File: config.mk
export PLATFORM = sky130hd
export DESIGN_NAME = uart_at_command_framer_flat
export DESIGN_NICKNAME = d
export VERILOG_FILES = /design/src/sv/ucf_pkg.sv /design/src/sv/ucf_if.sv /design/src/sv/ucf_ctrl.sv /design/src/sv/ucf_dpath.sv /design/src/sv/uart_at_command_framer.sv /design/src/flat_wrapper.sv
export SDC_FILE = /design/constraint.sdc
export NUM_CORES = 1
export LEC_CHECK = 0
export BUFFER_PORTS_ARGS = -buffer_cell sky130_fd_sc_hd__buf_2
export CORE_MARGIN = 5
export CORE_UTILIZATION = 50
export CTS_CLUSTER_SIZE = 30
export DETAILED_ROUTE_END_ITERATION = 12
export PLACE_DENSITY = 0.66
export RECOVER_POWER = 50
export SYNTH_ARGS = -nofsm -noshare
export SYNTH_HDL_FRONTEND = slang
export SYNTH_HIERARCHICAL = 1
export SYNTH_SLANG_ARGS = --single-unit
File: constraint.sdc
create_clock -name clk -period 3.9 [get_ports clk]
set_input_delay 0.975 -clock clk [delete_from_list [all_inputs] [get_ports clk]]
set_output_delay 0.975 -clock clk [all_outputs]
set_load 0.1 [all_outputs]
File: src/sv/ucf_pkg.sv
// Shared types, codes and command patterns of the serial command framer.
`timescale 1ns / 1ps

package ucf_pkg;

	localparam logic [1:0] KIND_BYTE   = 2'd0;
	localparam logic [1:0] KIND_ANSWER = 2'd1;
	localparam logic [1:0] KIND_CLEAR  = 2'd2;

	localparam logic [1:0] RK_REPLY   = 2'd0;
	localparam logic [1:0] RK_REQUEST = 2'd1;
	localparam logic [1:0] RK_MESSAGE = 2'd2;

	localparam logic [1:0] RC_OK    = 2'd0;
	localparam logic [1:0] RC_WAIT  = 2'd1;
	localparam logic [1:0] RC_ERROR = 2'd2;

	localparam logic [2:0] REQ_SCAN_START = 3'd0;
	localparam logic [2:0] REQ_SCAN_STOP  = 3'd1;
	localparam logic [2:0] REQ_FOUND      = 3'd2;
	localparam logic [2:0] REQ_CONNECT    = 3'd3;
	localparam logic [2:0] REQ_SWITCH     = 3'd4;
	localparam logic [2:0] REQ_DROP       = 3'd5;
	localparam logic [2:0] REQ_SYS_RESET  = 3'd6;

	localparam logic [7:0] CH_DOT  = 8'h2E;
	localparam logic [7:0] CH_STAR = 8'h2A;

	localparam logic [23:0] PFX_AT_PLUS  = "AT+";
	localparam logic [23:0] PFX_AT_QUERY = "AT?";
	localparam logic [39:0] CMD_SCAN_START = "SCAN+";
	localparam logic [39:0] CMD_SCAN_STOP  = "SCAN-";
	localparam logic [47:0] CMD_FOUND      = "FOUND=";
	localparam logic [39:0] CMD_CONN       = "CONN=";
	localparam logic [55:0] CMD_SWITCH     = "SWITCH=";
	localparam logic [39:0] CMD_DROP       = "DROP=";
	localparam logic [31:0] CMD_AUTO       = "AUTO";
	localparam logic [39:0] CMD_RESET      = "RESET";

	localparam logic [3:0] NIBBLE_MASK = 4'hF;

	// Number of leading line bytes that command matching looks at.
	localparam int PFX_BYTES = 11;
	localparam int MSG_MAX   = 15;

	typedef enum logic [1:0] {
		PEND_NONE,
		PEND_CONN,
		PEND_SWITCH,
		PEND_DROP
	} pend_t;

	typedef enum logic [1:0] {
		CL_NONE,
		CL_PARSE,
		CL_MSG,
		CL_REPLY
	} class_t;

	typedef enum logic [2:0] {
		ST_IDLE,
		ST_PARSE,
		ST_EMIT,
		ST_MSG_RD,
		ST_MSG_OUT
	} state_t;

	typedef struct packed {
		logic [1:0] result_kind;
		logic [1:0] reply_code;
		logic [2:0] request_code;
		logic [3:0] device_index;
		logic [7:0] message_byte;
		logic [3:0] message_length;
		logic       last;
	} result_t;

	typedef struct packed {
		logic in_ready;
		logic capture;
		logic parse;
		logic emit_pair;
		logic msg_rd;
		logic msg_emit;
	} ctrl_cmd_t;

	typedef struct packed {
		logic   in_valid;
		class_t in_class;
		logic   two_left;
		logic   out_free;
		logic   msg_last;
	} ctrl_status_t;

	function automatic result_t mk_reply(input logic [1:0] code, input logic last);
		result_t r;
		r = '0;
		r.result_kind = RK_REPLY;
		r.reply_code  = code;
		r.last        = last;
		return r;
	endfunction

	function automatic result_t mk_request(input logic [2:0] code, input logic [3:0] idx,
			input logic last);
		result_t r;
		r = '0;
		r.result_kind  = RK_REQUEST;
		r.request_code = code;
		r.device_index = idx;
		r.last         = last;
		return r;
	endfunction

endpackage

File: src/sv/ucf_if.sv
// Valid/ready channel interfaces for input items and result items.
`timescale 1ns / 1ps

interface ucf_item_if;
	logic       valid;
	logic       ready;
	logic [1:0] kind;
	logic [7:0] rx_byte;
	logic       answer_ok;

	modport source(output valid, kind, rx_byte, answer_ok, input ready);
	modport sink(input valid, kind, rx_byte, answer_ok, output ready);
endinterface

interface ucf_result_if;
	logic       valid;
	logic       ready;
	logic [1:0] result_kind;
	logic [1:0] reply_code;
	logic [2:0] request_code;
	logic [3:0] device_index;
	logic [7:0] message_byte;
	logic [3:0] message_length;
	logic       last;

	modport source(output valid, result_kind, reply_code, request_code, device_index,
		message_byte, message_length, last, input ready);
	modport sink(input valid, result_kind, reply_code, request_code, device_index,
		message_byte, message_length, last, output ready);
endinterface

File: src/sv/ucf_ctrl.sv
// Sequencing state machine of the serial command framer.
`timescale 1ns / 1ps

module ucf_ctrl (
	input  logic                 clk,
	input  logic                 arst_n,
	input  ucf_pkg::ctrl_status_t status,
	output ucf_pkg::ctrl_cmd_t    cmd
);

	ucf_pkg::state_t state_q;
	ucf_pkg::state_t state_d;

	always_ff @(posedge clk or negedge arst_n) begin
		if (!arst_n) begin
			state_q <= ucf_pkg::ST_IDLE;
		end else begin
			state_q <= state_d;
		end
	end

	always_comb begin
		state_d = state_q;
		cmd     = '0;
		case (state_q)
			ucf_pkg::ST_IDLE: begin
				cmd.in_ready = 1'b1;
				if (status.in_valid) begin
					cmd.capture = 1'b1;
					case (status.in_class)
						ucf_pkg::CL_PARSE: state_d = ucf_pkg::ST_PARSE;
						ucf_pkg::CL_MSG:   state_d = ucf_pkg::ST_MSG_RD;
						ucf_pkg::CL_REPLY: state_d = ucf_pkg::ST_EMIT;
						default:           state_d = ucf_pkg::ST_IDLE;
					endcase
				end
			end
			ucf_pkg::ST_PARSE: begin
				cmd.parse = 1'b1;
				state_d   = ucf_pkg::ST_EMIT;
			end
			ucf_pkg::ST_EMIT: begin
				if (status.out_free) begin
					cmd.emit_pair = 1'b1;
					if (!status.two_left) begin
						state_d = ucf_pkg::ST_IDLE;
					end
				end
			end
			ucf_pkg::ST_MSG_RD: begin
				cmd.msg_rd = 1'b1;
				state_d    = ucf_pkg::ST_MSG_OUT;
			end
			ucf_pkg::ST_MSG_OUT: begin
				if (status.out_free) begin
					cmd.msg_emit = 1'b1;
					if (status.msg_last) begin
						state_d = ucf_pkg::ST_IDLE;
					end
				end
			end
			default: begin
				state_d = ucf_pkg::ST_IDLE;
			end
		endcase
	end

`ifndef ASSERT_OFF
	a_parse_then_emit: assert property (@(posedge clk) disable iff (!arst_n)
		state_q == ucf_pkg::ST_PARSE |=> state_q == ucf_pkg::ST_EMIT)
		else $error("Parse step was not followed by result emission.");

	a_msg_end_idle: assert property (@(posedge clk) disable iff (!arst_n)
		(state_q == ucf_pkg::ST_MSG_OUT && status.out_free && status.msg_last)
		|=> state_q == ucf_pkg::ST_IDLE)
		else $error("Message did not end after its final byte.");

	a_one_action: assert property (@(posedge clk) disable iff (!arst_n)
		$onehot0({cmd.capture, cmd.parse, cmd.emit_pair, cmd.msg_rd, cmd.msg_emit}))
		else $error("More than one datapath action in one cycle.");
`endif

endmodule

File: src/sv/ucf_dpath.sv
// Line store, command matcher, link state and result register of the framer.
`timescale 1ns / 1ps

module ucf_dpath #(
	parameter int LINE_DEPTH = 16
) (
	input  logic                  clk,
	input  logic                  arst_n,
	input  ucf_pkg::ctrl_cmd_t    cmd,
	output ucf_pkg::ctrl_status_t status,
	ucf_item_if.sink              items,
	ucf_result_if.source          results
);

	localparam int AW = $clog2(LINE_DEPTH);
	localparam int LW = (AW > 4) ? AW : 4;

	logic [7:0]             mem_q [LINE_DEPTH];
	logic [LINE_DEPTH-1:0]  vld_q;
	logic [7:0]             pfx_q [ucf_pkg::PFX_BYTES];
	logic [AW-1:0]          wi_q;
	logic                   cmd_mode_q;
	ucf_pkg::pend_t         pend_q;
	ucf_pkg::result_t       r0_q;
	ucf_pkg::result_t       r1_q;
	logic                   two_q;
	logic [AW-1:0]          msg_len_q;
	logic [3:0]             msg_cnt_q;
	logic [7:0]             rd_q;
	ucf_pkg::result_t       out_q;
	logic                   out_valid_q;

	logic                   is_dot;
	logic                   is_star;
	logic                   store_en;
	logic                   out_free;
	logic [AW-1:0]          wi_next;
	ucf_pkg::class_t        in_class;
	ucf_pkg::result_t       p_r0;
	ucf_pkg::result_t       p_r1;
	logic                   p_two;
	logic                   p_mode;
	ucf_pkg::pend_t         p_pend;
	ucf_pkg::result_t       a_res;
	logic                   a_mode;
	logic                   at_plus;
	logic                   at_query;
	logic [LW-1:0]          len_ext;
	logic [LW-1:0]          msg_lim;
	logic                   msg_empty;
	logic                   msg_last;
	logic                   rd_en;
	logic [3:0]             cnt_next;
	logic [AW-1:0]          rd_addr;
	ucf_pkg::result_t       msg_res;

	assign is_dot   = (items.rx_byte == ucf_pkg::CH_DOT);
	assign is_star  = (items.rx_byte == ucf_pkg::CH_STAR);
	assign store_en = cmd.capture && (items.kind == ucf_pkg::KIND_BYTE)
		&& (pend_q == ucf_pkg::PEND_NONE);
	assign out_free = !out_valid_q || results.ready;
	assign wi_next  = (wi_q == AW'(LINE_DEPTH - 1)) ? '0 : wi_q + AW'(1);

	always_comb begin
		in_class = ucf_pkg::CL_NONE;
		if (items.kind == ucf_pkg::KIND_ANSWER) begin
			if (pend_q != ucf_pkg::PEND_NONE) begin
				in_class = ucf_pkg::CL_REPLY;
			end
		end else if (items.kind == ucf_pkg::KIND_BYTE && pend_q == ucf_pkg::PEND_NONE) begin
			if (cmd_mode_q) begin
				if (is_dot) begin
					in_class = ucf_pkg::CL_PARSE;
				end
			end else if (is_dot) begin
				in_class = ucf_pkg::CL_MSG;
			end else if (is_star) begin
				in_class = ucf_pkg::CL_REPLY;
			end
		end
	end

	// Command matching works on the registered copy of the leading line bytes.
	assign at_plus  = ({pfx_q[0], pfx_q[1], pfx_q[2]} == ucf_pkg::PFX_AT_PLUS);
	assign at_query = ({pfx_q[0], pfx_q[1], pfx_q[2]} == ucf_pkg::PFX_AT_QUERY);

	always_comb begin
		p_r0   = ucf_pkg::mk_reply(ucf_pkg::RC_ERROR, 1'b1);
		p_r1   = ucf_pkg::mk_reply(ucf_pkg::RC_OK, 1'b1);
		p_two  = 1'b0;
		p_mode = cmd_mode_q;
		p_pend = pend_q;
		if (at_plus) begin
			if ({pfx_q[3], pfx_q[4], pfx_q[5], pfx_q[6], pfx_q[7]}
					== ucf_pkg::CMD_SCAN_START) begin
				p_r0  = ucf_pkg::mk_request(ucf_pkg::REQ_SCAN_START, 4'd0, 1'b0);
				p_r1  = ucf_pkg::mk_reply(ucf_pkg::RC_OK, 1'b1);
				p_two = 1'b1;
			end else if ({pfx_q[3], pfx_q[4], pfx_q[5], pfx_q[6], pfx_q[7]}
					== ucf_pkg::CMD_SCAN_STOP) begin
				p_r0 = ucf_pkg::mk_request(ucf_pkg::REQ_SCAN_STOP, 4'd0, 1'b1);
			end else if ({pfx_q[3], pfx_q[4], pfx_q[5], pfx_q[6], pfx_q[7], pfx_q[8]}
					== ucf_pkg::CMD_FOUND) begin
				p_r0 = ucf_pkg::mk_request(ucf_pkg::REQ_FOUND,
					pfx_q[9][3:0] & ucf_pkg::NIBBLE_MASK, 1'b1);
			end else if ({pfx_q[3], pfx_q[4], pfx_q[5], pfx_q[6], pfx_q[7]}
					== ucf_pkg::CMD_CONN) begin
				p_r0   = ucf_pkg::mk_request(ucf_pkg::REQ_CONNECT,
					pfx_q[8][3:0] & ucf_pkg::NIBBLE_MASK, 1'b1);
				p_pend = ucf_pkg::PEND_CONN;
			end else if ({pfx_q[3], pfx_q[4], pfx_q[5], pfx_q[6], pfx_q[7], pfx_q[8],
					pfx_q[9]} == ucf_pkg::CMD_SWITCH) begin
				p_r0   = ucf_pkg::mk_request(ucf_pkg::REQ_SWITCH,
					pfx_q[10][3:0] & ucf_pkg::NIBBLE_MASK, 1'b1);
				p_pend = ucf_pkg::PEND_SWITCH;
			end else if ({pfx_q[3], pfx_q[4], pfx_q[5], pfx_q[6], pfx_q[7]}
					== ucf_pkg::CMD_DROP) begin
				p_r0   = ucf_pkg::mk_request(ucf_pkg::REQ_DROP,
					pfx_q[8][3:0] & ucf_pkg::NIBBLE_MASK, 1'b1);
				p_pend = ucf_pkg::PEND_DROP;
			end else if ({pfx_q[3], pfx_q[4], pfx_q[5], pfx_q[6]} == ucf_pkg::CMD_AUTO) begin
				p_r0   = ucf_pkg::mk_reply(ucf_pkg::RC_OK, 1'b1);
				p_mode = 1'b0;
			end else if ({pfx_q[3], pfx_q[4], pfx_q[5], pfx_q[6], pfx_q[7]}
					== ucf_pkg::CMD_RESET) begin
				p_r0  = ucf_pkg::mk_reply(ucf_pkg::RC_OK, 1'b0);
				p_r1  = ucf_pkg::mk_request(ucf_pkg::REQ_SYS_RESET, 4'd0, 1'b1);
				p_two = 1'b1;
			end
		end else if (at_query) begin
			p_r0 = ucf_pkg::mk_reply(ucf_pkg::RC_OK, 1'b1);
		end
	end

	always_comb begin
		a_mode = cmd_mode_q;
		a_res  = ucf_pkg::mk_reply(ucf_pkg::RC_ERROR, 1'b1);
		case (pend_q)
			ucf_pkg::PEND_CONN: begin
				if (items.answer_ok) begin
					a_mode = 1'b0;
					a_res  = ucf_pkg::mk_reply(ucf_pkg::RC_WAIT, 1'b1);
				end
			end
			ucf_pkg::PEND_SWITCH: begin
				if (items.answer_ok) begin
					a_mode = 1'b0;
					a_res  = ucf_pkg::mk_reply(ucf_pkg::RC_OK, 1'b1);
				end
			end
			ucf_pkg::PEND_DROP: begin
				if (items.answer_ok) begin
					a_res = ucf_pkg::mk_reply(ucf_pkg::RC_WAIT, 1'b1);
				end
			end
			default: begin
				a_mode = cmd_mode_q;
			end
		endcase
	end

	assign len_ext   = LW'(msg_len_q);
	assign msg_lim   = (len_ext > LW'(ucf_pkg::MSG_MAX)) ? LW'(ucf_pkg::MSG_MAX) : len_ext;
	assign msg_empty = (msg_len_q == '0);
	assign msg_last  = msg_empty || ((LW'(msg_cnt_q) + LW'(1)) == msg_lim);
	assign cnt_next  = msg_cnt_q + 4'd1;
	assign rd_en     = cmd.msg_rd || (cmd.msg_emit && !msg_last);
	assign rd_addr   = cmd.msg_emit ? AW'(cnt_next) : AW'(msg_cnt_q);

	always_comb begin
		msg_res                = '0;
		msg_res.result_kind    = ucf_pkg::RK_MESSAGE;
		msg_res.message_byte   = msg_empty ? 8'h00 : rd_q;
		msg_res.message_length = len_ext[3:0];
		msg_res.last           = msg_last;
	end

	// Line store memory; the valid bits stand for the cleared reset contents.
	always_ff @(posedge clk) begin
		if (store_en) begin
			mem_q[wi_q] <= items.rx_byte;
		end
		if (rd_en) begin
			rd_q <= vld_q[rd_addr] ? mem_q[rd_addr] : 8'h00;
		end
	end

	for (genvar k = 0; k < ucf_pkg::PFX_BYTES; k++) begin : g_pfx
		always_ff @(posedge clk or negedge arst_n) begin
			if (!arst_n) begin
				pfx_q[k] <= '0;
			end else if (store_en && (k < LINE_DEPTH) && (wi_q == AW'(k))) begin
				pfx_q[k] <= items.rx_byte;
			end
		end
	end

	always_ff @(posedge clk or negedge arst_n) begin
		if (!arst_n) begin
			vld_q       <= '0;
			wi_q        <= '0;
			cmd_mode_q  <= 1'b1;
			pend_q      <= ucf_pkg::PEND_NONE;
			two_q       <= 1'b0;
			out_valid_q <= 1'b0;
		end else begin
			if (store_en) begin
				vld_q[wi_q] <= 1'b1;
				if (is_dot || (!cmd_mode_q && is_star)) begin
					wi_q <= '0;
				end else begin
					wi_q <= wi_next;
				end
				if (!cmd_mode_q && is_star) begin
					cmd_mode_q <= 1'b1;
				end
			end
			if (cmd.capture && items.kind == ucf_pkg::KIND_CLEAR) begin
				wi_q <= '0;
			end
			if (cmd.capture && items.kind == ucf_pkg::KIND_ANSWER) begin
				cmd_mode_q <= a_mode;
				pend_q     <= ucf_pkg::PEND_NONE;
			end
			if (cmd.capture) begin
				two_q <= 1'b0;
			end
			if (cmd.parse) begin
				cmd_mode_q <= p_mode;
				pend_q     <= p_pend;
				two_q      <= p_two;
			end
			if (cmd.emit_pair) begin
				two_q <= 1'b0;
			end
			if (cmd.emit_pair || cmd.msg_emit) begin
				out_valid_q <= 1'b1;
			end else if (results.ready) begin
				out_valid_q <= 1'b0;
			end
		end
	end

	always_ff @(posedge clk) begin
		if (cmd.capture) begin
			r0_q <= (items.kind == ucf_pkg::KIND_ANSWER) ? a_res
				: ucf_pkg::mk_reply(ucf_pkg::RC_OK, 1'b1);
			if (in_class == ucf_pkg::CL_MSG) begin
				msg_len_q <= wi_q;
				msg_cnt_q <= 4'd0;
			end
		end
		if (cmd.parse) begin
			r0_q <= p_r0;
			r1_q <= p_r1;
		end
		if (cmd.emit_pair) begin
			out_q <= r0_q;
			r0_q  <= r1_q;
		end
		if (cmd.msg_emit) begin
			out_q <= msg_res;
			if (!msg_last) begin
				msg_cnt_q <= cnt_next;
			end
		end
	end

	assign items.ready            = cmd.in_ready;
	assign results.valid          = out_valid_q;
	assign results.result_kind    = out_q.result_kind;
	assign results.reply_code     = out_q.reply_code;
	assign results.request_code   = out_q.request_code;
	assign results.device_index   = out_q.device_index;
	assign results.message_byte   = out_q.message_byte;
	assign results.message_length = out_q.message_length;
	assign results.last           = out_q.last;

	assign status.in_valid = items.valid;
	assign status.in_class = in_class;
	assign status.two_left = two_q;
	assign status.out_free = out_free;
	assign status.msg_last = msg_last;

`ifndef ASSERT_OFF
	a_wi_range: assert property (@(posedge clk) disable iff (!arst_n)
		wi_q <= AW'(LINE_DEPTH - 1))
		else $error("Write index left the line store.");

	a_pend_cmd_mode: assert property (@(posedge clk) disable iff (!arst_n)
		pend_q != ucf_pkg::PEND_NONE |-> cmd_mode_q)
		else $error("Link request pending outside command mode.");

	a_msg_cnt_range: assert property (@(posedge clk) disable iff (!arst_n)
		cmd.msg_emit |-> (LW'(msg_cnt_q) < msg_lim) || msg_empty)
		else $error("Message byte count ran past the message length.");
`endif

endmodule

File: src/sv/uart_at_command_framer.sv
// Top level of the serial command framer: controller and datapath.
//
//   Channel   Dir   Payload                                         Accept
//   items     in    kind, rx_byte, answer_ok                       valid & ready
//   results   out   result_kind, reply_code, request_code,
//                   device_index, message_byte, message_length,
//                   last                                           valid & ready
//
// A plain byte, clear or answer with no reply is taken at capture. An answer reply or a
// return to command mode is captured and emitted; a command line end is parsed too and
// gives one or two results. A data message gives one byte per cycle while the output is
// free, from the line store read port, at most 15 bytes; an empty message gives a single
// result. A result stall holds the sequencer; a new request is taken once the last result
// of the current one is in the output register. Reset clears the store through valid bits.
`timescale 1ns / 1ps

module uart_at_command_framer #(
	parameter int LINE_DEPTH = 16
) (
	input logic          clk,
	input logic          arst_n,
	ucf_item_if.sink     items,
	ucf_result_if.source results
);

	ucf_pkg::ctrl_cmd_t    cmd;
	ucf_pkg::ctrl_status_t status;

	ucf_ctrl u_ctrl (
		.clk    (clk),
		.arst_n (arst_n),
		.status (status),
		.cmd    (cmd)
	);

	ucf_dpath #(
		.LINE_DEPTH (LINE_DEPTH)
	) u_dpath (
		.clk     (clk),
		.arst_n  (arst_n),
		.cmd     (cmd),
		.status  (status),
		.items   (items),
		.results (results)
	);

endmodule
File: src/flat_wrapper.sv
// flat-port wrapper written by rule: the top's interface ports become plain ports
module uart_at_command_framer_flat 
#(
	parameter int LINE_DEPTH = 16
)
  (clk, arst_n, items_valid, items_kind, items_rx_byte, items_answer_ok, items_ready, results_valid, results_result_kind, results_reply_code, results_request_code, results_device_index, results_message_byte, results_message_length, results_last, results_ready);
  ucf_item_if items_i ();
  ucf_result_if results_i ();
  input logic clk;
  input logic arst_n;
  input wire logic [$bits(items_i.valid)-1:0] items_valid;
  input wire logic [$bits(items_i.kind)-1:0] items_kind;
  input wire logic [$bits(items_i.rx_byte)-1:0] items_rx_byte;
  input wire logic [$bits(items_i.answer_ok)-1:0] items_answer_ok;
  output wire logic [$bits(items_i.ready)-1:0] items_ready;
  output wire logic [$bits(results_i.valid)-1:0] results_valid;
  output wire logic [$bits(results_i.result_kind)-1:0] results_result_kind;
  output wire logic [$bits(results_i.reply_code)-1:0] results_reply_code;
  output wire logic [$bits(results_i.request_code)-1:0] results_request_code;
  output wire logic [$bits(results_i.device_index)-1:0] results_device_index;
  output wire logic [$bits(results_i.message_byte)-1:0] results_message_byte;
  output wire logic [$bits(results_i.message_length)-1:0] results_message_length;
  output wire logic [$bits(results_i.last)-1:0] results_last;
  input wire logic [$bits(results_i.ready)-1:0] results_ready;
  assign items_i.valid = items_valid;
  assign items_i.kind = items_kind;
  assign items_i.rx_byte = items_rx_byte;
  assign items_i.answer_ok = items_answer_ok;
  assign items_ready = items_i.ready;
  assign results_valid = results_i.valid;
  assign results_result_kind = results_i.result_kind;
  assign results_reply_code = results_i.reply_code;
  assign results_request_code = results_i.request_code;
  assign results_device_index = results_i.device_index;
  assign results_message_byte = results_i.message_byte;
  assign results_message_length = results_i.message_length;
  assign results_last = results_i.last;
  assign results_i.ready = results_ready;
  uart_at_command_framer #(.LINE_DEPTH(LINE_DEPTH)) u_core (.clk(clk), .arst_n(arst_n), .items(items_i), .results(results_i));
endmodule
# Yosys cells after proc, flatten, opt, wreduce, memory -nomap -nowiden
# Memory sizes are Yosys's and may differ from the RTL's. A register that Yosys moved wholly into a read port is not among the register bits.
# Index checks and enable logic that the tools add are counted.
[totals]
regBits = 192
ram_bits = 128
input_bits = 15
out_inout_bits = 26
word_cells = 245
n_memories = 1
[mem_list]
columns = ["memory", "depth", "width", "read_ports", "rd_ports_with_merged_regs", "wr", "line", "text"]
rows = [
  ["u_core.u_dpath.mem_q", 16, 8, 1, 1, 1, "ucf_dpath.sv:18", "logic [7:0] mem_q [LINE_DEPTH];"],
]
[classes]
addsub = 2
order_cmp = 4
eq_ne = 52
muxes = 95
bitwise = 2
n_reduce_logical = 48
[op_table]
columns = ["cell", "n"]
rows = [
  ["== test 40 x 39 -> 1 bit, second input constant", 5],
  ["two-way mux 23 bit", 7],
  ["two-way mux 24 bit", 5],
  ["two-way mux 22 bit", 5],
  ["== test 56 x 55 -> 1 bit, second input constant", 1],
  ["== test 24 x 23 -> 1 bit, second input constant", 2],
  ["== test 48 x 47 -> 1 bit, second input constant", 1],
  ["one-hot mux 22 bit (2 select lines)", 1],
  ["two-way mux 4 bit", 10],
  ["two-way mux 1 bit", 39],
  ["== test 32 x 31 -> 1 bit, second input constant", 1],
  ["two-way mux 2 bit", 16],
  ["two-way mux 13 bit", 2],
  ["inequality test 2 bit, second input constant", 13],
  ["logical AND 1 bit", 19],
  ["== test 4 x 3 -> 1 bit, second input constant", 4],
  ["== test 4 bit, second input constant", 4],
  ["== test 8 x 6 -> 1 bit, second input constant", 2],
  ["OR 16 bit", 1],
  ["two-way mux 3 bit", 5],
  ["one-hot mux 3 bit (5 select lines)", 1],
  ["AND reduction 12 bit", 1],
  ["== test 2 bit, second input constant", 5],
  ["< comparator 4 x 5 -> 1 bit, second input constant", 2],
  ["other kinds (29)", 51],
]

# Logic depth before layout (Yosys ltp)
# Gate-level depths: netlist of run 1.
[logic_depth]
ltp_word = 12
depth_mapped = 11
mapped_depth_nobuf = 10

# Hierarchy
# Netlist of run 1, hierarchy kept.
[by_module_without_submodules]
columns = ["mod", "n_inst", "cells_each", "area_each_um2", "seq_area_each_um2"]
rows = [
  ["ucf_dpath", 1, 811, 12213.0, 7983.9],
  ["ucf_ctrl", 1, 23, 219.0, 75.1],
]

# Worst setup path after synthesis of run 1
# No wires, ideal clock.
[synth_path]
kind = "input to register"
startpoint = "input results_ready"
endpoint = "register u_core.u_dpath.rd_q[0] (read register of u_core.u_dpath.mem_q), data pin"
setup_time_ns = 0.274
t_arrival_ns = 3.248
t_required_ns = 3.626
slack_ns = 0.378
cell_stages = 9
n_path_buf = 2
path_cell_list = "nand2b_1 buf_4 and3_1 buf_2 mux2i_1 mux4_2 a22o_1 nor2_1 a21oi_1"
[synth_lines]
columns = ["item", "line", "text"]
rows = [
  ["from (decl)", "flat_wrapper.sv:24", "input wire logic [$bits(results_i.ready)-1:0] results_ready;"],
  ["to (decl)", "ucf_dpath.sv:29", "logic [7:0] rd_q;"],
]

==> out/results.tsv, run 1 <==
metric	value	unit
critical path arrival	3590	ps
clk slew on worst S/H paths	60	ps
vias in the first global route	7530	
GRT met1 Usage	28.2	%
IO Port Bufs	40	
skew final	12.6	ps
Critical Path RT	4360	ps
final slew viol count	101	
power per cell area	587	nW/um^2
CP endpoint kind	register	
grt total ovfl	0	
f_max	320	MHz
Detailed Route Iter0 Violations	767	
CP Class	primary input to register	
final instance area	14000	um^2
initial antenna violation count	0	
post-route setup TNS	0	ps
ys flop type	edfxtp_1	
Synth cell types	68	
status	complete, but fails checks	
root buf cell	clkbuf_16	
EDFF count, synth	165	
Peak VDD IR	0.492	mV
Syn-to-layout area delta	12.3	%
fin crit share	80.1	%
crit start category	primary input	
Rel. slew slack	-18.0	%
CTS Buf Count	29	
# rows	57	
worst hold path class	register to register	
failing checks	max-capacitance violations, max-slew violations	
leakage	5.52	nW
critical path peak fanout	27	
Post-Route WL	27.7	mm
Async S/R FF share, synth	38.4	%
area of placed instances	13100	um^2
core footprint	24400	um^2
die extent in x	168	um
Worst-Margin Slew	1770	ps
Clock Path Buffers	3	
detailed-route DRC error count	0	
I/O pin count	41	
RSZ-0062 raised after global routing	no	
Synth Area per Inst	14.9	um^2
worst hold slack	456	ps
ratio of cells with drive above 1 in the final layout	25.1	%
Die H	168	um
vias per std cell	5.94	
DRT antenna net count	0	
n_diodes	0	
DR pass1 iterations	6	
largest net degree at the start of global routing	73	
synthesized area	12400	um^2
Filler Cells Inserted	1974	
total power	8.19	mW
Clk Latency, worst-skew pair	540	ps
postcts setup bufs	0	
detailed placement HPWL	18.3	mm
final hold vios	0	
post-CTS sizing	0	
Post-Syn Instances	834	
Clock H-tree levels	1	
nets@finish	912	
CTS tree	done	
met2 Use GR	32.3	%
GRT Overall Usage	19.8	%
WL/cell	22.5	um
clock sink count	292	
gpl congestion	0.824	
Net Count, Synth	861	
sequential share of the synthesized area	64.8	%
Starting Density	51.0	%
Final Critical Period	3120	ps
die area	28100	um^2
via count	7308	
Max Cap Viol	3	
# hold bufs at CTS	0	
Setup violations, final	0	
GR Layer Usage met3	3.72	%
grt peak-use layer	met2	
Yosys reg bits	292	
first-pass GRT wire length	43.9	mm
Syn. warnings	6	
## report_power, final
| group | leakage, nW | internal (mW) | switching (mW) |
|---|---|---|---|
| logic | 1.93 | 0.667 | 1.04 |
| registers | 3.14 | 3.60 | 0.218 |
| clock network | 0.456 | 1.55 | 1.12 |
## per-stage QoR
| stage | util [%] | instances | setup slack, ps |
|---|---|---|---|
| global placement | 53.7 | 1178 | 400 |
| CTS | 57.5 | 1231 | 840 |
| global route | 57.2 | 1231 | 498 |
| finish | 57.2 | 1231 | 777 |
| floorplan | - | 834 | 378 |
| detailed placement | 53.7 | 1178 | 339 |
## synth_stat cells, types with 9 or more instances
cell        n  area (um^2)
a21oi_1    16         80.1
dfxtp_1    15          300
nand4_1    11         68.8
mux2_2     74          833
a22oi_1    17          128
mux2i_1    11          110
nor2_1     41          154
nor4b_1     9         78.8
nand2_1    31          116
and3_1     12         75.1
dfrtp_1   111         2780
edfxtp_1  165         4950
mux4_2     36          811
clkbuf_1   32          120
ha_1       12          150
nand3_1    18         90.1
nand2b_1   21          131
inv_1      21         78.8
nor2b_1    11         68.8
o21ai_0    20          100
and2_1     13         81.3
## state kept, by name, indices dropped and copies added (netlist names), 2 cells and up
register                               flops
u_core/u_dpath/results.result_kind         2
u_core/u_dpath/results.message_byte        8
u_core/u_dpath/results.reply_code          2
u_core/u_dpath/vld_q                      16
u_core/u_dpath/wi_q                        4
u_core/u_dpath/results.request_code        3
u_core/u_dpath/len_ext                     4
u_core/u_dpath/rd_q                        8
u_core/u_dpath/pfx_q                      84
u_core/u_ctrl/state_q                      3
u_core/u_dpath/r0_q                       11
u_core/u_dpath/pend_q                      2
u_core/u_dpath/results.message_length      4
u_core/u_dpath/msg_cnt_q                   4
u_core/u_dpath/results.device_index        4
u_core/u_dpath/mem_q                     128
## worst paths after layout
check,start,end,slack (ps),depth (start not counted)
min,u_core/u_dpath/results.result_kind[1],u_core/u_dpath/results.result_kind[1],460,1
max reg2reg,u_core/u_ctrl/state_q[0],u_core/u_dpath/mem_q[1][0],860,7
min reg2reg,u_core/u_dpath/results.result_kind[1],u_core/u_dpath/results.result_kind[1],460,1
max,items_rx_byte[7],u_core/u_ctrl/state_q[1],780,10
min in group asynchronous,arst_n,u_core/u_dpath/pfx_q[35],910,1
max in group asynchronous,arst_n,u_core/u_ctrl/state_q[1],1120,2
## layout make-up
cell class | instances | area (um^2) | share of cell area [%]
multi-input combinational | 472 | 4100 | 29.4
tap | 324 | 405 | 2.90
clock inverter | 14 | 120 | 0.860
inverter | 21 | 78.8 | 0.565
sequential | 292 | 8060 | 57.7
clock buffer | 39 | 793 | 5.68
timing repair buffer | 69 | 407 | 2.91
## critical path, cell delays in order
cell	delay, ps
clkbuf_1	540
nor4b_1	580
buf_4	220
nand2_1	110
o31ai_1	240
nor2b_1	200
ha_1	170
nor3_1	50
or3_1	360
a21oi_2	130
## metal layers
layer	part of all wire (%)	wire length [um]
met5	0	0
met4	1.6	431
met3	6.6	1820
met2	48	13400
met1	43	12100
## cells by family (layout without fill, tap and decap cells)
group	count (synthesis)	after routing	synth area share, %
flip-flops	292	292	64.8
AND/OR/NAND/NOR	238	238	11.6
multiplexers	121	121	14.1
AO/OA/AOI/OAI	90	90	4.88
buffers and inverters	70	143	2.40
adder cells (fa/ha/maj)	12	12	1.21
XOR/XNOR	11	11	0.946
## layout by cell type, fill, tap and decap left out, types with 15 or more instances in the layout
| master | netlist | final |
|---|---|---|
| a22oi_1 | 17 | 17 |
| mux2_2 | 74 | 74 |
| inv_1 | 21 | 21 |
| o21ai_0 | 20 | 20 |
| buf_4 | 7 | 20 |
| nor2_1 | 41 | 41 |
| nand2b_1 | 21 | 21 |
| buf_2 | 7 | 30 |
| clkbuf_1 | 32 | 22 |
| mux4_2 | 36 | 36 |
| clkbuf_16 | 0 | 29 |
| edfxtp_1 | 165 | 165 |
| nand2_1 | 31 | 31 |
| a21oi_1 | 16 | 16 |
| dfrtp_1 | 111 | 111 |
| nand3_1 | 18 | 18 |
| dfxtp_1 | 15 | 15 |
No activity file was read; power rests on OpenSTA's default activity.
==> run 2, diff against run 1 <==
--- a/config.mk
+++ b/config.mk
@@ -10,7 +10,7 @@
 export CORE_UTILIZATION = 50
 export CTS_CLUSTER_SIZE = 30
 export DETAILED_ROUTE_END_ITERATION = 12
-export PLACE_DENSITY = 0.66
+export PLACE_DENSITY = 0.69
 export RECOVER_POWER = 50
 export SYNTH_ARGS = -nofsm -noshare
 export SYNTH_HDL_FRONTEND = slang
==> constraint.sdc (replaced) <==
create_clock -name clk -period 2.7 [get_ports clk]
set_input_delay 0.675 -clock clk [delete_from_list [all_inputs] [get_ports clk]]
set_output_delay 0.675 -clock clk [all_outputs]
set_load 0.1 [all_outputs]
==> run 2 against run 1 <==
Effect of this change: the run still ends with max-capacitance violations, max-slew violations left; clock power increased by 47%; sequential share of layout area decreased by 1.8 points; combinational power increased by 51%; first-iteration DRC count decreased by 9.5%.
==> out/results.tsv, run 2 (same netlist as run 1, synthesis figures left out) <==
metric	value	unit	change
first-pass GRT wire length	44.4	mm	+1.1%
clock sink count	292		unchanged
Clock H-tree levels	1		unchanged
via count	7499		+2.6%
Setup violations, final	0		unchanged
CTS tree	done		
vias per std cell	5.89		-0.85%
nets@finish	953		+4.5%
critical path arrival	2780	ps	-810 ps
clk slew on worst S/H paths	60	ps	about the same
f_max	395	MHz	
CTS Buf Count	30		+3.4%
Detailed Route Iter0 Violations	694		-9.5%
failing checks	max-capacitance violations, max-slew violations		
vias in the first global route	7545		+0.20%
Peak VDD IR	0.649	mV	+32%
max FFs per register	128		unchanged
commonest non-fill, non-tap cell in the layout	edfxtp_1		
grt total ovfl	0		unchanged
skew final	18.9	ps	+6.21 ps
postcts setup bufs	0		unchanged
# rows	57		unchanged
initial antenna violation count	0		unchanged
Starting Density	51.0	%	unchanged
Max Cap Viol	2		-1
final hold vios	0		unchanged
final instance area	14400	um^2	+3.3%
Rel. slew slack	-4.68	%	+13 points
Critical Path RT	2950	ps	-1410 ps
RSZ-0062 raised after global routing	no		
I/O pin count	41		unchanged
CP Class	register to register		
IO Port Bufs	40		unchanged
Largest regs	u_core/u_dpath/mem_q (128), u_core/u_dpath/pfx_q (84), u_core/u_dpath/vld_q (16)		
DRT antenna net count	0		unchanged
fin crit share	93.8	%	
R2R depth	10		+3
CP endpoint kind	register		
Clk Latency, worst-skew pair	550	ps	about the same
Die H	168	um	unchanged
final slew viol count	54		-47%
detailed-route DRC error count	0		unchanged
Worst-Margin Slew	1570	ps	-199 ps
most frequent cells in the layout	edfxtp_1, dfrtp_1, mux2_2		
final setup margin	168	ps	-608 ps
core footprint	24400	um^2	unchanged
Syn-to-layout area delta	16.0	%	
critical path peak fanout	16		-41%
worst hold path class	primary input to asynchronous set/reset pin		
total power	12.0	mW	+47%
power per cell area	833	nW/um^2	+42%
status	complete, but fails checks		
gpl congestion	0.829		+0.53%
Final Critical Period	2530	ps	
ratio of cells with drive above 1 in the final layout	28.7	%	+3.6 points
root buf cell	clkbuf_16		
die area	28100	um^2	unchanged
crit start category	register		
leakage	5.73	nW	+3.7%
detailed placement HPWL	19.2	mm	+4.7%
WL/cell	21.9	um	-2.8%
Clock Path Buffers	3		unchanged
Biggest register	u_core/u_dpath/mem_q		
die extent in x	168	um	unchanged
n_diodes	0		unchanged
pre-CTS setup slack	-96.7	ps	-435 ps
area of placed instances	13500	um^2	+3.2%
largest net degree at the start of global routing	48		-34%
GRT Overall Usage	20.0	%	+0.28 points
DR pass1 iterations	5		-1
Post-Route WL	27.9	mm	+0.58%
-- run 2: what timing repair did --
action | in CTS | in global routing
hold buffers | 0 | 0
setup endpoints to repair | 0 | 14
hold endpoints to repair | 0 | 0
gates resized for setup | 0 | 7
-- run 2: cell type report --
| cell class | count | area (um^2) |
|---|---|---|
| Clock buffer | 43 | 885 |
| Clock inverter | 13 | 80.1 |
| Fill cell | 1907 | 9970 |
| Inverter | 21 | 82.6 |
| Multi-Input combinational cell | 472 | 4140 |
| Sequential cell | 292 | 8060 |
| Tap cell | 324 | 405 |
| Timing Repair Buffer | 109 | 772 |
-- run 2: path summary, 6_finish.rpt --
check                                                        endpoint  slack (ps)                                   from
worst max-delay path                       u_core/u_dpath/mem_q[2][2]         170               u_core/u_ctrl/state_q[1]
worst min-delay path                         u_core/u_dpath/pfx_q[38]         320                                 arst_n
worst max register to register             u_core/u_dpath/mem_q[2][2]         170               u_core/u_ctrl/state_q[1]
worst min register to register  u_core/u_dpath/results.result_kind[1]         450  u_core/u_dpath/results.result_kind[1]
max in group asynchronous                u_core/u_dpath/results.valid         570                                 arst_n
min in group clk                               u_core/u_dpath/wi_q[2]         400                          items_kind[1]
-- run 2: power by group --
| group | switching (mW) | total (mW) | internal [mW] |
|---|---|---|---|
| Combinational | 1.52 | 2.58 | 1.05 |
| Sequential | 0.310 | 5.51 | 5.20 |
| Clock | 1.65 | 3.93 | 2.28 |
-- run 2: worst max-delay path: stages (launching register included) --
cell,delay [ps]
dfrtp_1,440
nor3_1,310
and2_1,200
nor2b_1,220
nor2b_1,190
and2_1,190
buf_12,150
nand3_1,90
buf_4,200
inv_1,100
buf_12,140
-- run 2: layer usage --
| metal | track usage [%] | routed length (um) | share of wire (%) | vias to the layer above |
|---|---|---|---|---|
| li1 | - | - | - | 3360 |
| met1 | 30.3 | 12300 | 44 | 3804 |
| met2 | 30.7 | 12700 | 46 | 287 |
| met3 | 2.83 | 1970 | 7.1 | 48 |
| met4 | 5.79 | 865 | 3.1 | 0 |
| met5 | 0 | 0 | 0 | - |
-- run 2: per-stage QoR --
step	hold WS [ps]	std cells	util (%)	TNS, ps
floorplan	379	834	-	-757
global placement	442	1218	55.4	-322
detailed placement	443	1218	55.4	-508
CTS	133	1274	59.4	0
global route	380	1274	59.1	0
finish	318	1274	59.1	0
==> run 3, diff against run 2 <==
--- a/config.mk
+++ b/config.mk
@@ -7,10 +7,11 @@
 export LEC_CHECK = 0
 export BUFFER_PORTS_ARGS = -buffer_cell sky130_fd_sc_hd__buf_2
 export CORE_MARGIN = 5
-export CORE_UTILIZATION = 50
+export CORE_UTILIZATION = 56
 export CTS_CLUSTER_SIZE = 30
 export DETAILED_ROUTE_END_ITERATION = 12
-export PLACE_DENSITY = 0.69
+export GPL_ROUTABILITY_DRIVEN = 1
+export PLACE_DENSITY = 0.76
 export RECOVER_POWER = 50
 export SYNTH_ARGS = -nofsm -noshare
 export SYNTH_HDL_FRONTEND = slang
==> run 3 against run 2 <==
Effect of this change: the run still ends with max-capacitance violations, max-slew violations left; die area decreased by 10%; critical endpoint is now u_core/u_dpath/r0_q[21]; non-clock buffer count fell by 6; critical path depth is 3 lower; fmax shrank 1.3%; hold slack improved by 92 ps; sequential power hardly changed; final cell count decreased by 4.2%; power grew 0.89%.
==> out/results.tsv, run 3 (same netlist as run 1, synthesis figures left out) <==
metric	value	unit	change
status	complete, but fails checks		
failing checks	max-capacitance violations, max-slew violations		
Clk Latency, worst-skew pair	550	ps	about the same
Clock Path Buffers	3		unchanged
Worst-Margin Slew	1670	ps	+102 ps
Max Cap Viol	3		+1
final instance area	14300	um^2	-0.81%
# hold bufs at CTS	0		unchanged
gpl congestion	0.857		+3.4%
GRT Overall Usage	22.3	%	+2.3 points
nets@finish	947		-0.63%
Biggest register	u_core/u_dpath/mem_q		
root buf cell	clkbuf_16		
f_max	390	MHz	-1.3%
Die H	159	um	-5.2%
Peak VDD IR	0.630	mV	-3.0%
max FFs per register	128		unchanged
I/O pin count	41		unchanged
final hold vios	0		unchanged
# rows	54		-5.3%
Rel. slew slack	-11.5	%	-6.8 points
Met1 Wirelength	12.1	mm	-1.7%
power per cell area	847	nW/um^2	+1.7%
worst hold path class	primary input to register		
RSZ-0062 raised after global routing	no		
Clock H-tree levels	1		unchanged
area of placed instances	13400	um^2	-0.74%
Final Critical Period	2560	ps	+32.6 ps
die area	25300	um^2	-10%
skew final	11.7	ps	-7.18 ps
Critical Path RT	2980	ps	+30 ps
leakage	5.68	nW	-0.84%
Setup violations, final	0		unchanged
WL/cell	23.1	um	+5.4%
ratio of cells with drive above 1 in the final layout	26.5	%	-2.3 points
fin cells	1221		-4.2%
final slew viol count	69		+28%
postcts setup bufs	0		unchanged
clk slew on worst S/H paths	60	ps	about the same
DR pass1 iterations	6		+1
commonest non-fill, non-tap cell in the layout	edfxtp_1		
crit start category	register		
IO Port Bufs	40		unchanged
clock sink count	292		unchanged
Starting Density	57.0	%	+6.0 points
total power	12.1	mW	+0.89%
initial antenna violation count	0		unchanged
CTS tree	done		
fin crit share	95.0	%	+1.2 points
detailed placement HPWL	18.5	mm	-3.9%
n_diodes	0		unchanged
vias in the first global route	7775		+3.0%
via count	7507		+0.11%
Detailed Route Iter0 Violations	682		-1.7%
Largest regs	u_core/u_dpath/mem_q (128), u_core/u_dpath/pfx_q (84), u_core/u_dpath/vld_q (16)		
CP Class	register to register		
Max Used Layer	met4		
worst hold slack	410	ps	+91.8 ps
most frequent cells in the layout	edfxtp_1, dfrtp_1, mux2_2		
largest net degree at the start of global routing	38		-21%
critical path arrival	2850	ps	+70 ps
first-pass GRT wire length	45.1	mm	+1.7%
critical path peak fanout	3		-13
Post-Route WL	28.2	mm	+0.98%
grt total ovfl	0		unchanged
Syn-to-layout area delta	15.1	%	
core footprint	21800	um^2	-11%
Inst Count DP	1168		-4.1%
DRT antenna net count	0		unchanged
die extent in x	159	um	-5.2%
wire length on met3	1.98	mm	+0.41%
detailed-route DRC error count	0		unchanged
CTS Buf Count	30		unchanged
DR WL met2	13.3	mm	+4.7%
CP endpoint kind	register		
vias per std cell	6.15		+4.5%
## run 3: cell type report
cell class	count	area (um^2)
fillers	1537	7520
inverters	21	78.8
well taps	280	350
flip-flops and latches	292	8060
clock buffers	41	877
clock inverters	12	87.6
multi-input cells	472	4130
repair buffers	103	722
## run 3: layer usage
metal / up-vias / global-route usage [%]
met3: 47 / 3.60
met4: 0 / 6.94
met5: - / 0
met2: 325 / 35.3
li1: 3349 / -
met1: 3786 / 32.3
## run 3: power by group
| part | total (mW) | internal [mW] | switching, mW |
|---|---|---|---|
| logic | 2.61 | 1.04 | 1.57 |
| clock network | 4.01 | 2.36 | 1.66 |
| registers | 5.50 | 5.20 | 0.300 |
| total | 12.1 | 8.59 | 3.53 |
## run 3: critical path: stages, from the launching register on
cell and delay, ps:
dfrtp_1 400, or4b_4 570, or3_1 350, nor4_2 390, buf_4 180, nor2_1 30, and3_1 170, a22o_1 210
## run 3: through the flow
stage               setup TNS, ps  util, %  setup WS (ps)
finish                          0     65.6            136
global route                    0     65.6           21.8
CTS                             0     65.9           65.7
detailed placement           -517     61.5          -74.9
global placement             -229     61.5          -43.7
floorplan                    -757        -          -94.6
## run 3: final timing paths
| path | startpoint | endpoint | slack, ps | depth (start not counted) |
|---|---|---|---|---|
| worst min-delay path | items_kind[1] | u_core/u_dpath/wi_q[2] | 410 | 2 |
| min in group asynchronous | arst_n | u_core/u_dpath/pfx_q[48] | 550 | 1 |
| worst max-delay path | u_core/u_dpath/pfx_q[63] | u_core/u_dpath/r0_q[21] | 140 | 7 |
| max in group asynchronous | arst_n | u_core/u_dpath/pfx_q[75] | 710 | 2 |
| worst min register to register | u_core/u_dpath/results.result_kind[1] | u_core/u_dpath/results.result_kind[1] | 450 | 1 |
| worst max register to register | u_core/u_dpath/pfx_q[63] | u_core/u_dpath/r0_q[21] | 140 | 7 |
## run 3: repair_timing
action | CTS | global route
setup endpoints to repair | 0 | 1
endpoints found under the hold margin | 0 | 0
resized for setup | 0 | 1
